`src/bdq_pkg.sv`:
```
// shared constants, types and index helpers for the bounded deque engine
`default_nettype none

package bdq_pkg;

    // store geometry
    localparam int DEPTH  = 16;
    localparam int ADDR_W = $clog2(DEPTH);
    localparam int CNT_W  = $clog2(DEPTH + 1);
    localparam int SUM_W  = CNT_W + 1;

    // field widths
    localparam int WORD_W = 32;
    localparam int KIND_W = 3;
    localparam int CAP_W  = 5;
    localparam int OCC_W  = 5;
    localparam int STAT_W = 2;
    localparam int APB_AW = 2;
    localparam int APB_DW = 32;

    localparam logic [CAP_W-1:0] CAP_RESET = CAP_W'(16);

    // register byte addresses
    localparam logic [APB_AW-1:0] REG_CAPACITY = '0;

    // operation codes
    localparam logic [KIND_W-1:0] KIND_PUSH_FRONT = 3'd0;
    localparam logic [KIND_W-1:0] KIND_PUSH_BACK  = 3'd1;
    localparam logic [KIND_W-1:0] KIND_POP_FRONT  = 3'd2;
    localparam logic [KIND_W-1:0] KIND_POP_BACK   = 3'd3;
    localparam logic [KIND_W-1:0] KIND_QUERY      = 3'd4;

    // status codes
    localparam logic [STAT_W-1:0] STAT_DONE       = 2'd0;
    localparam logic [STAT_W-1:0] STAT_FULL       = 2'd1;
    localparam logic [STAT_W-1:0] STAT_EMPTY      = 2'd2;

    // store access request from the controller
    typedef struct packed {
        logic              we;
        logic [ADDR_W-1:0] waddr;
        logic [WORD_W-1:0] wdata;
        logic [ADDR_W-1:0] raddr_front;
        logic [ADDR_W-1:0] raddr_back;
    } t_ram_req;

    // head plus offset, circular over the store depth
    function automatic logic [ADDR_W-1:0] wrap_sum(input logic [ADDR_W-1:0] head,
                                                   input logic [CNT_W-1:0]  off);
        logic [SUM_W-1:0] s;
        s = SUM_W'(head) + SUM_W'(off);
        if (s >= SUM_W'(DEPTH)) begin
            s = s - SUM_W'(DEPTH);
        end
        return s[ADDR_W-1:0];
    endfunction

    // head minus one, circular
    function automatic logic [ADDR_W-1:0] wrap_dec(input logic [ADDR_W-1:0] head);
        logic [ADDR_W-1:0] r;
        if (head == '0) begin
            r = ADDR_W'(DEPTH - 1);
        end else begin
            r = head - ADDR_W'(1);
        end
        return r;
    endfunction

    // head plus one, circular
    function automatic logic [ADDR_W-1:0] wrap_inc(input logic [ADDR_W-1:0] head);
        logic [ADDR_W-1:0] r;
        if (head == ADDR_W'(DEPTH - 1)) begin
            r = '0;
        end else begin
            r = head + ADDR_W'(1);
        end
        return r;
    endfunction

endpackage

`default_nettype wire

```
`src/bdq_ram.sv`:
```
// generic word store: one write port, two registered read ports
`default_nettype none

module bdq_ram #(
    parameter int P_DATA_W = 32,
    parameter int P_DEPTH  = 16
) (
    input  wire logic                       i_clk,
    input  wire logic                       i_we,
    input  wire logic [$clog2(P_DEPTH)-1:0] i_waddr,
    input  wire logic [P_DATA_W-1:0]        i_wdata,
    input  wire logic [$clog2(P_DEPTH)-1:0] i_raddr_a,
    output      logic [P_DATA_W-1:0]        o_rdata_a,
    input  wire logic [$clog2(P_DEPTH)-1:0] i_raddr_b,
    output      logic [P_DATA_W-1:0]        o_rdata_b
);

    logic [P_DATA_W-1:0] mem [P_DEPTH];

    // write port
    always_ff @(posedge i_clk) begin
        if (i_we) begin
            mem[i_waddr] <= i_wdata;
        end
    end

    // read ports, registered
    always_ff @(posedge i_clk) begin
        o_rdata_a <= mem[i_raddr_a];
        o_rdata_b <= mem[i_raddr_b];
    end

endmodule

`default_nettype wire

```
`src/bdq_cfg.sv`:
```
// capacity register behind the apb port
`default_nettype none

module bdq_cfg
    import bdq_pkg::*;
(
    input  wire logic              i_clk,
    input  wire logic              i_rst_n,
    input  wire logic              psel,
    input  wire logic              penable,
    input  wire logic              pwrite,
    input  wire logic [APB_AW-1:0] paddr,
    input  wire logic [APB_DW-1:0] pwdata,
    output      logic [APB_DW-1:0] prdata,
    output      logic              pready,
    output      logic [CAP_W-1:0]  o_cap
);

    logic [CAP_W-1:0] r_cap;
    logic             wr_hit;

    // single register at byte address zero
    assign wr_hit = psel && penable && pwrite && (paddr == REG_CAPACITY);

    always_ff @(posedge i_clk) begin
        if (!i_rst_n) begin
            r_cap <= CAP_RESET;
        end else if (wr_hit) begin
            r_cap <= pwdata[CAP_W-1:0];
        end
    end

    // read back and handshake
    assign prdata = APB_DW'(r_cap);
    assign pready = 1'b1;
    assign o_cap  = r_cap;

endmodule

`default_nettype wire

```
`src/bdq_ctrl.sv`:
```
// operation sequencer: pointer update, store access and result register
`default_nettype none

module bdq_ctrl
    import bdq_pkg::*;
(
    input  wire logic              i_clk,
    input  wire logic              i_rst_n,
    input  wire logic [CAP_W-1:0]  i_cap,
    input  wire logic              i_in_valid,
    output      logic              o_in_stall,
    input  wire logic [KIND_W-1:0] i_kind,
    input  wire logic [WORD_W-1:0] i_value,
    output      t_ram_req          o_ram,
    input  wire logic [WORD_W-1:0] i_rd_front,
    input  wire logic [WORD_W-1:0] i_rd_back,
    output      logic              o_out_valid,
    input  wire logic              i_out_stall,
    output      logic [WORD_W-1:0] o_front_value,
    output      logic [WORD_W-1:0] o_back_value,
    output      logic [OCC_W-1:0]  o_occupancy,
    output      logic              o_is_empty,
    output      logic [STAT_W-1:0] o_status
);

    localparam logic [1:0] ST_IDLE = 2'd0;
    localparam logic [1:0] ST_READ = 2'd1;
    localparam logic [1:0] ST_LOAD = 2'd2;

    logic [1:0]        r_state, n_state;
    logic [ADDR_W-1:0] r_head, n_head;
    logic [CNT_W-1:0]  r_count, n_count;
    logic [STAT_W-1:0] r_stat, n_stat;

    logic              r_out_valid;
    logic [WORD_W-1:0] r_front, r_back;
    logic [OCC_W-1:0]  r_occ;
    logic              r_empty;
    logic [STAT_W-1:0] r_ostat;

    logic [CNT_W-1:0]  limit;
    logic              accept;
    logic              full;
    logic              load;
    logic              we;
    logic [ADDR_W-1:0] waddr;

    // effective capacity, clamped to one..depth
    always_comb begin
        if (i_cap == '0) begin
            limit = CNT_W'(1);
        end else if (32'(i_cap) > 32'(DEPTH)) begin
            limit = CNT_W'(DEPTH);
        end else begin
            limit = CNT_W'(i_cap);
        end
    end

    assign o_in_stall = (r_state != ST_IDLE);
    assign accept     = i_in_valid && !o_in_stall;
    assign full       = (r_count >= limit);

    // operation decode and pointer update
    always_comb begin
        n_head  = r_head;
        n_count = r_count;
        n_stat  = STAT_DONE;
        we      = 1'b0;
        waddr   = wrap_sum(r_head, r_count);
        unique case (i_kind)
            KIND_PUSH_FRONT: begin
                if (full) begin
                    n_stat = STAT_FULL;
                end else begin
                    n_head  = wrap_dec(r_head);
                    waddr   = wrap_dec(r_head);
                    we      = 1'b1;
                    n_count = r_count + CNT_W'(1);
                end
            end
            KIND_PUSH_BACK: begin
                if (full) begin
                    n_stat = STAT_FULL;
                end else begin
                    we      = 1'b1;
                    n_count = r_count + CNT_W'(1);
                end
            end
            KIND_POP_FRONT: begin
                if (r_count == '0) begin
                    n_stat = STAT_EMPTY;
                end else begin
                    n_head  = wrap_inc(r_head);
                    n_count = r_count - CNT_W'(1);
                end
            end
            KIND_POP_BACK: begin
                if (r_count == '0) begin
                    n_stat = STAT_EMPTY;
                end else begin
                    n_count = r_count - CNT_W'(1);
                end
            end
            default: begin
                // query and unused codes leave everything as is
            end
        endcase
    end

    // store access: write at accept, read ends from the updated pointers
    always_comb begin
        o_ram.we          = accept && we;
        o_ram.waddr       = waddr;
        o_ram.wdata       = i_value;
        o_ram.raddr_front = r_head;
        if (r_count == '0) begin
            o_ram.raddr_back = r_head;
        end else begin
            o_ram.raddr_back = wrap_sum(r_head, r_count - CNT_W'(1));
        end
    end

    assign load = (r_state == ST_LOAD) && (!r_out_valid || !i_out_stall);

    // sequencer
    always_comb begin
        n_state = r_state;
        unique case (r_state)
            ST_IDLE: if (accept) n_state = ST_READ;
            ST_READ: n_state = ST_LOAD;
            ST_LOAD: if (load) n_state = ST_IDLE;
            default: n_state = ST_IDLE;
        endcase
    end

    always_ff @(posedge i_clk) begin
        if (!i_rst_n) begin
            r_state <= ST_IDLE;
            r_head  <= '0;
            r_count <= '0;
        end else begin
            r_state <= n_state;
            if (accept) begin
                r_head  <= n_head;
                r_count <= n_count;
            end
        end
    end

    always_ff @(posedge i_clk) begin
        if (accept) begin
            r_stat <= n_stat;
        end
    end

    // result register, holds while the receiver stalls
    always_ff @(posedge i_clk) begin
        if (!i_rst_n) begin
            r_out_valid <= 1'b0;
        end else if (load) begin
            r_out_valid <= 1'b1;
        end else if (!i_out_stall) begin
            r_out_valid <= 1'b0;
        end
    end

    always_ff @(posedge i_clk) begin
        if (load) begin
            r_front <= (r_count == '0) ? '0 : i_rd_front;
            r_back  <= (r_count == '0) ? '0 : i_rd_back;
            r_occ   <= OCC_W'(r_count);
            r_empty <= (r_count == '0);
            r_ostat <= r_stat;
        end
    end

    assign o_out_valid   = r_out_valid;
    assign o_front_value = r_front;
    assign o_back_value  = r_back;
    assign o_occupancy   = r_occ;
    assign o_is_empty    = r_empty;
    assign o_status      = r_ostat;

endmodule

`default_nettype wire

```
`src/bounded_deque_engine.sv`:
```
// Bounded double-ended queue of signed 32-bit words in a circular store.
//
// Input channel: i_in_valid / o_in_stall with i_kind and i_value. A transaction
// is taken at a rising edge with i_in_valid high and o_in_stall low. Kinds:
// push front, push back, pop front, pop back, query; unused codes query.
// Output channel: o_out_valid / i_out_stall, one result per input
// transaction: front and back words (0 when empty), occupancy, empty flag
// and status (done, push rejected full, pop rejected empty).
// Capacity register at byte address 0 of the apb port, reset 16; values of
// 0 act as 1 and values above the store depth act as the depth.
//
// The result register loads once the sequencer has stepped through its read
// and load states, and no new transaction is taken until it is idle again.
// The sequence is pointer update plus store write, then a read of both ends
// through the registered store read ports, then the result load.
// When the receiver stalls, the finished result waits in the output register
// and the next transaction is accepted and worked; a second result waits in
// the sequencer until the register frees.
// Reset (synchronous, active low) empties the deque, sets the capacity to 16
// and drops o_out_valid. The store itself is not cleared.
`default_nettype none

module bounded_deque_engine
    import bdq_pkg::*;
(
    input  wire logic              i_clk,
    input  wire logic              i_rst_n,
    input  wire logic              psel,
    input  wire logic              penable,
    input  wire logic              pwrite,
    input  wire logic [APB_AW-1:0] paddr,
    input  wire logic [APB_DW-1:0] pwdata,
    output      logic [APB_DW-1:0] prdata,
    output      logic              pready,
    input  wire logic              i_in_valid,
    output      logic              o_in_stall,
    input  wire logic [KIND_W-1:0] i_kind,
    input  wire logic [WORD_W-1:0] i_value,
    output      logic              o_out_valid,
    input  wire logic              i_out_stall,
    output      logic [WORD_W-1:0] o_front_value,
    output      logic [WORD_W-1:0] o_back_value,
    output      logic [OCC_W-1:0]  o_occupancy,
    output      logic              o_is_empty,
    output      logic [STAT_W-1:0] o_status
);

    logic [CAP_W-1:0]  cap;
    t_ram_req          ram_req;
    logic [WORD_W-1:0] rd_front, rd_back;

    // configuration register
    bdq_cfg u_cfg (
        .i_clk   (i_clk),
        .i_rst_n (i_rst_n),
        .psel    (psel),
        .penable (penable),
        .pwrite  (pwrite),
        .paddr   (paddr),
        .pwdata  (pwdata),
        .prdata  (prdata),
        .pready  (pready),
        .o_cap   (cap)
    );

    // sequencer and result register
    bdq_ctrl u_ctrl (
        .i_clk         (i_clk),
        .i_rst_n       (i_rst_n),
        .i_cap         (cap),
        .i_in_valid    (i_in_valid),
        .o_in_stall    (o_in_stall),
        .i_kind        (i_kind),
        .i_value       (i_value),
        .o_ram         (ram_req),
        .i_rd_front    (rd_front),
        .i_rd_back     (rd_back),
        .o_out_valid   (o_out_valid),
        .i_out_stall   (i_out_stall),
        .o_front_value (o_front_value),
        .o_back_value  (o_back_value),
        .o_occupancy   (o_occupancy),
        .o_is_empty    (o_is_empty),
        .o_status      (o_status)
    );

    // word store
    bdq_ram #(
        .P_DATA_W (WORD_W),
        .P_DEPTH  (DEPTH)
    ) u_ram (
        .i_clk     (i_clk),
        .i_we      (ram_req.we),
        .i_waddr   (ram_req.waddr),
        .i_wdata   (ram_req.wdata),
        .i_raddr_a (ram_req.raddr_front),
        .o_rdata_a (rd_front),
        .i_raddr_b (ram_req.raddr_back),
        .o_rdata_b (rd_back)
    );

endmodule

`default_nettype wire

```
`config.mk`:
```
export PLATFORM = sky130hd
export DESIGN_NAME = bounded_deque_engine
export DESIGN_NICKNAME = d
export VERILOG_FILES = /design/src/bdq_pkg.sv /design/src/bdq_ram.sv /design/src/bdq_cfg.sv /design/src/bdq_ctrl.sv /design/src/bounded_deque_engine.sv
export SDC_FILE = /design/constraint.sdc
export NUM_CORES = 1
export LEC_CHECK = 0
export BUFFER_PORTS_ARGS = -buffer_cell sky130_fd_sc_hd__buf_2
export CORE_MARGIN = 2
export CORE_UTILIZATION = 40
export DETAILED_ROUTE_END_ITERATION = 8
export PLACE_DENSITY = 0.59
export SYNTH_ARGS = -nofsm -noshare
export SYNTH_HDL_FRONTEND = slang
export SYNTH_SLANG_ARGS = --single-unit
```
`constraint.sdc`:
```
create_clock -name i_clk -period 5.6 [get_ports i_clk]
set_input_delay 0.28 -clock i_clk [delete_from_list [all_inputs] [get_ports i_clk]]
set_output_delay 0.28 -clock i_clk [all_outputs]
set_load 0.005 [all_outputs]
```
==> results.toml <==
[place]
hpwlAfterDp_microns = 38400
post-place-ws_ns = 1.49
gp_congestion = 0.752
port_buffers = 127
dp_cells = 2499

[timing]
period_share_pct = 73.0
max_slew.worst_pin.slew_ns = 1.09
slew_viol_final = 0
skew_ns = 0.0189
holdWs_ns = 0.0406
fin_tns_setup_ns = 0
setup_violations = 0
rsz0062_at_grt = "false"
relSlewSlack_pct = 27.2
fin_ws_ns = 1.51
max_freq_mhz = 244
finalHoldViolCount = 0
min_period_ns = 4.09

[power_and_ir_drop]
clkPwrFrac_pct = 39.0
p_int_w = 0.00906
power_density_nw_per_um2 = 359
vdd_drop_max_mv = 0.190
switching_share_pct = 23.8
combPwrFrac_pct = 13.2
power_frac_seq_pct = 47.8
power_switching_w = 0.00283
p_leak_nw = 10.9

[cts]
postCtsHoldBufs = 11
cts-root-buf = "clkbuf_16"
cts_tree = "built"
h-tree-depth = 3
cts_num_sinks = 667
post_cts_buffers = 0
clkTransAtPathRegs_ns = 0.06
clock_latency_ns = 0.62
cts_made_buffers = 73
cts_resized = 0
clockBufferDepth = 3

[finish]
fillers = 5983
layout_commonest_cell = "edfxtp_1"
multiInputGateArea_sq_um = 9160
final_cell_mix = "edfxtp_1, mux4_2, buf_2"
syn2layout_area_growth_pct = 15.1
layout.area.seq_sq_um = 19200
stdcell_count = 2646
fin_nets = 1729
fin_util_pct = 46.5
drive_gt1_share_pct = 34.9

[job]
cap_viol_max_count = 0

[floorplanning]
rows = 98
fp.dieArea_sq_um = 74200
die_x_microns = 272
initial_utilization_pct = 40.4
dieHeight_microns = 272
boundaryPins = 183
core_area_sq_um = 71400

[route]
vias = 15100
drc_errors = 0
drtPass1Iterations = 5
wl_microns = 70200
dr.first_iter.drc_count = 1362
post_drt_wl_per_cell_microns = 26.5
viasPerCell = 5.71
antenna_left = 0

[yosys]
synth_area_per_cell_sq_um = 19.5
synthSimpleGateAreaFrac_pct = 4.71
synth-seq-cells = 667
synth_cell_types = 56
synth_xor_xnor_area_share_pct = 0.304
synth_top_family_by_area = "multiplexers"
yosysWarnings = 0
synth-compound-area-share_pct = 2.21
ys_async_sr_fraction_pct = 0
syn-instance-count = 1474
ys.flop_type = "edfxtp_1"
synth_edf_count = 586
ys_seq_area_share_pct = 66.7
synth.area.mux_share_pct = 22.7
synth_area_sq_um = 28800
synthAdderAreaFrac_pct = 0.834

[run_status]
status = "finished, final reports clean"

[worst_setup_path]
required_ns = 5.84
slowest_delay_ns = 0.88
critPathCaptureType = "flip-flop"
cp-start-kind = "flip-flop"
worst-path-max-fanout = 23
reg2reg_slack_ns = 1.51
cp_slowest_cell = "o2111ai_1"
arrival_ns = 4.33
worstPathCellList = "inv_1 -> ha_1 -> nand2b_1 -> a21oi_1 -> o2111ai_1 -> a31oi_1 -> nor2_4 -> buf_4"
critical_path_class = "flip-flop to flip-flop"

[global_route]
gr-total-overflow = 0
grt_pass1_vias = 15800
grt_pass1_wl_microns = 104000
grt_max_degree = 70
antenna_found_initial = 5
grt_usage_pct = 19.3

[hold_path]
hold_class = "primary input to flip-flop"
-- Yosys cell counts, types with 6 or more instances --
library cell	instances	area (sq um)
edfxtp_1	586	17600
mux4_2	288	6490
dfxtp_1	81	1620
and2_1	68	425
nand2_1	48	180
clkbuf_1	43	161
nand3_1	42	210
nand2b_1	38	238
nor2_1	36	135
a22oi_1	32	240
buf_4	32	240
buf_2	20	100
buf_1	16	60.1
ha_1	16	200
inv_1	14	52.6
a21oi_1	12	60.1
buf_6	9	101
o21ai_0	7	35.0
xnor2_1	7	61.3
mux2i_1	6	60.1
nor3_1	6	30.0
nor3b_1	6	45.0
-- metrics by stage --
step	area [sq um]	power, W
detailed placement	30700	0.00739
global placement	30700	0.00738
floorplan	28900	0.00690
finish	33200	0.0119
global route	33200	0.0124
CTS	33200	0.0121
-- worst max-delay path, delay by kind of cell (launching register included) --
family | cells | cell delay, ns
flip-flops | 1 | 0.48
AO/OA/AOI/OAI | 3 | 1.51
adder cells (fa/ha/maj) | 1 | 0.30
AND/OR/NAND/NOR | 2 | 0.67
buffers and inverters | 2 | 0.70
-- per-layer routing --
metal  vias to the layer above  share of wire (%)  GRT usage (%)
li1                       6371                  -              -
met1                      8070                 42           26.4
met2                       550                 49           31.8
met4                         4                2.6           5.97
met5                         -              0.031              0
met3                       123                6.1           3.07
-- final timing paths --
path	start	endpoint	cells after the start
setup / recovery	u_ctrl.r_count[0]	u_ram.mem[8][18]	8
hold / removal	i_value[17]	u_ram.mem[2][17]	1
setup reg to reg	u_ctrl.r_count[0]	u_ram.mem[8][18]	8
hold reg to reg	u_ctrl.r_stat[1]	u_ctrl.o_status[1]	0
-- flip-flops by register name (all words and copies together), names as in the netlist, 4 cells and up --
name	count
u_ctrl.r_head	4
u_ram.o_rdata_b	32
u_ctrl.o_occupancy	5
u_ram.mem	512
u_ctrl.o_front_value	32
u_ctrl.r_count	5
u_cfg.o_cap	5
u_ram.o_rdata_a	32
u_ctrl.o_back_value	32
-- area by class of cell --
cell class / instances / area share [%]
clock inverters: 25 / 0.668
repair buffers: 180 / 3.61
clock buffers: 110 / 6.33
flip-flops and latches: 667 / 58.0
multi-input cells: 697 / 27.6
well taps: 950 / 3.58
diodes: 1 / 0.00755
inverters: 16 / 0.181
-- kinds of logic after synthesis --
group / Yosys count
AOI/OAI and AO/OA: 89
xor gates and xnor gates: 10
adders and majority gates: 18
buffers and inverters: 136
DFF: 667
muxes: 294
other: 2
and+or+nand+nor: 258
-- power groups by stage --
stage,Combinational (W),Clock (W),Sequential (W)
finish,0.00157,0.00463,0.00568
global route,0.00171,0.00495,0.00570
CTS,0.00161,0.00476,0.00569
detailed placement,0.00160,0,0.00579
global placement,0.00159,0,0.00579
floorplan,0.00115,0,0.00575
Power figures use the tool's default switching activity.
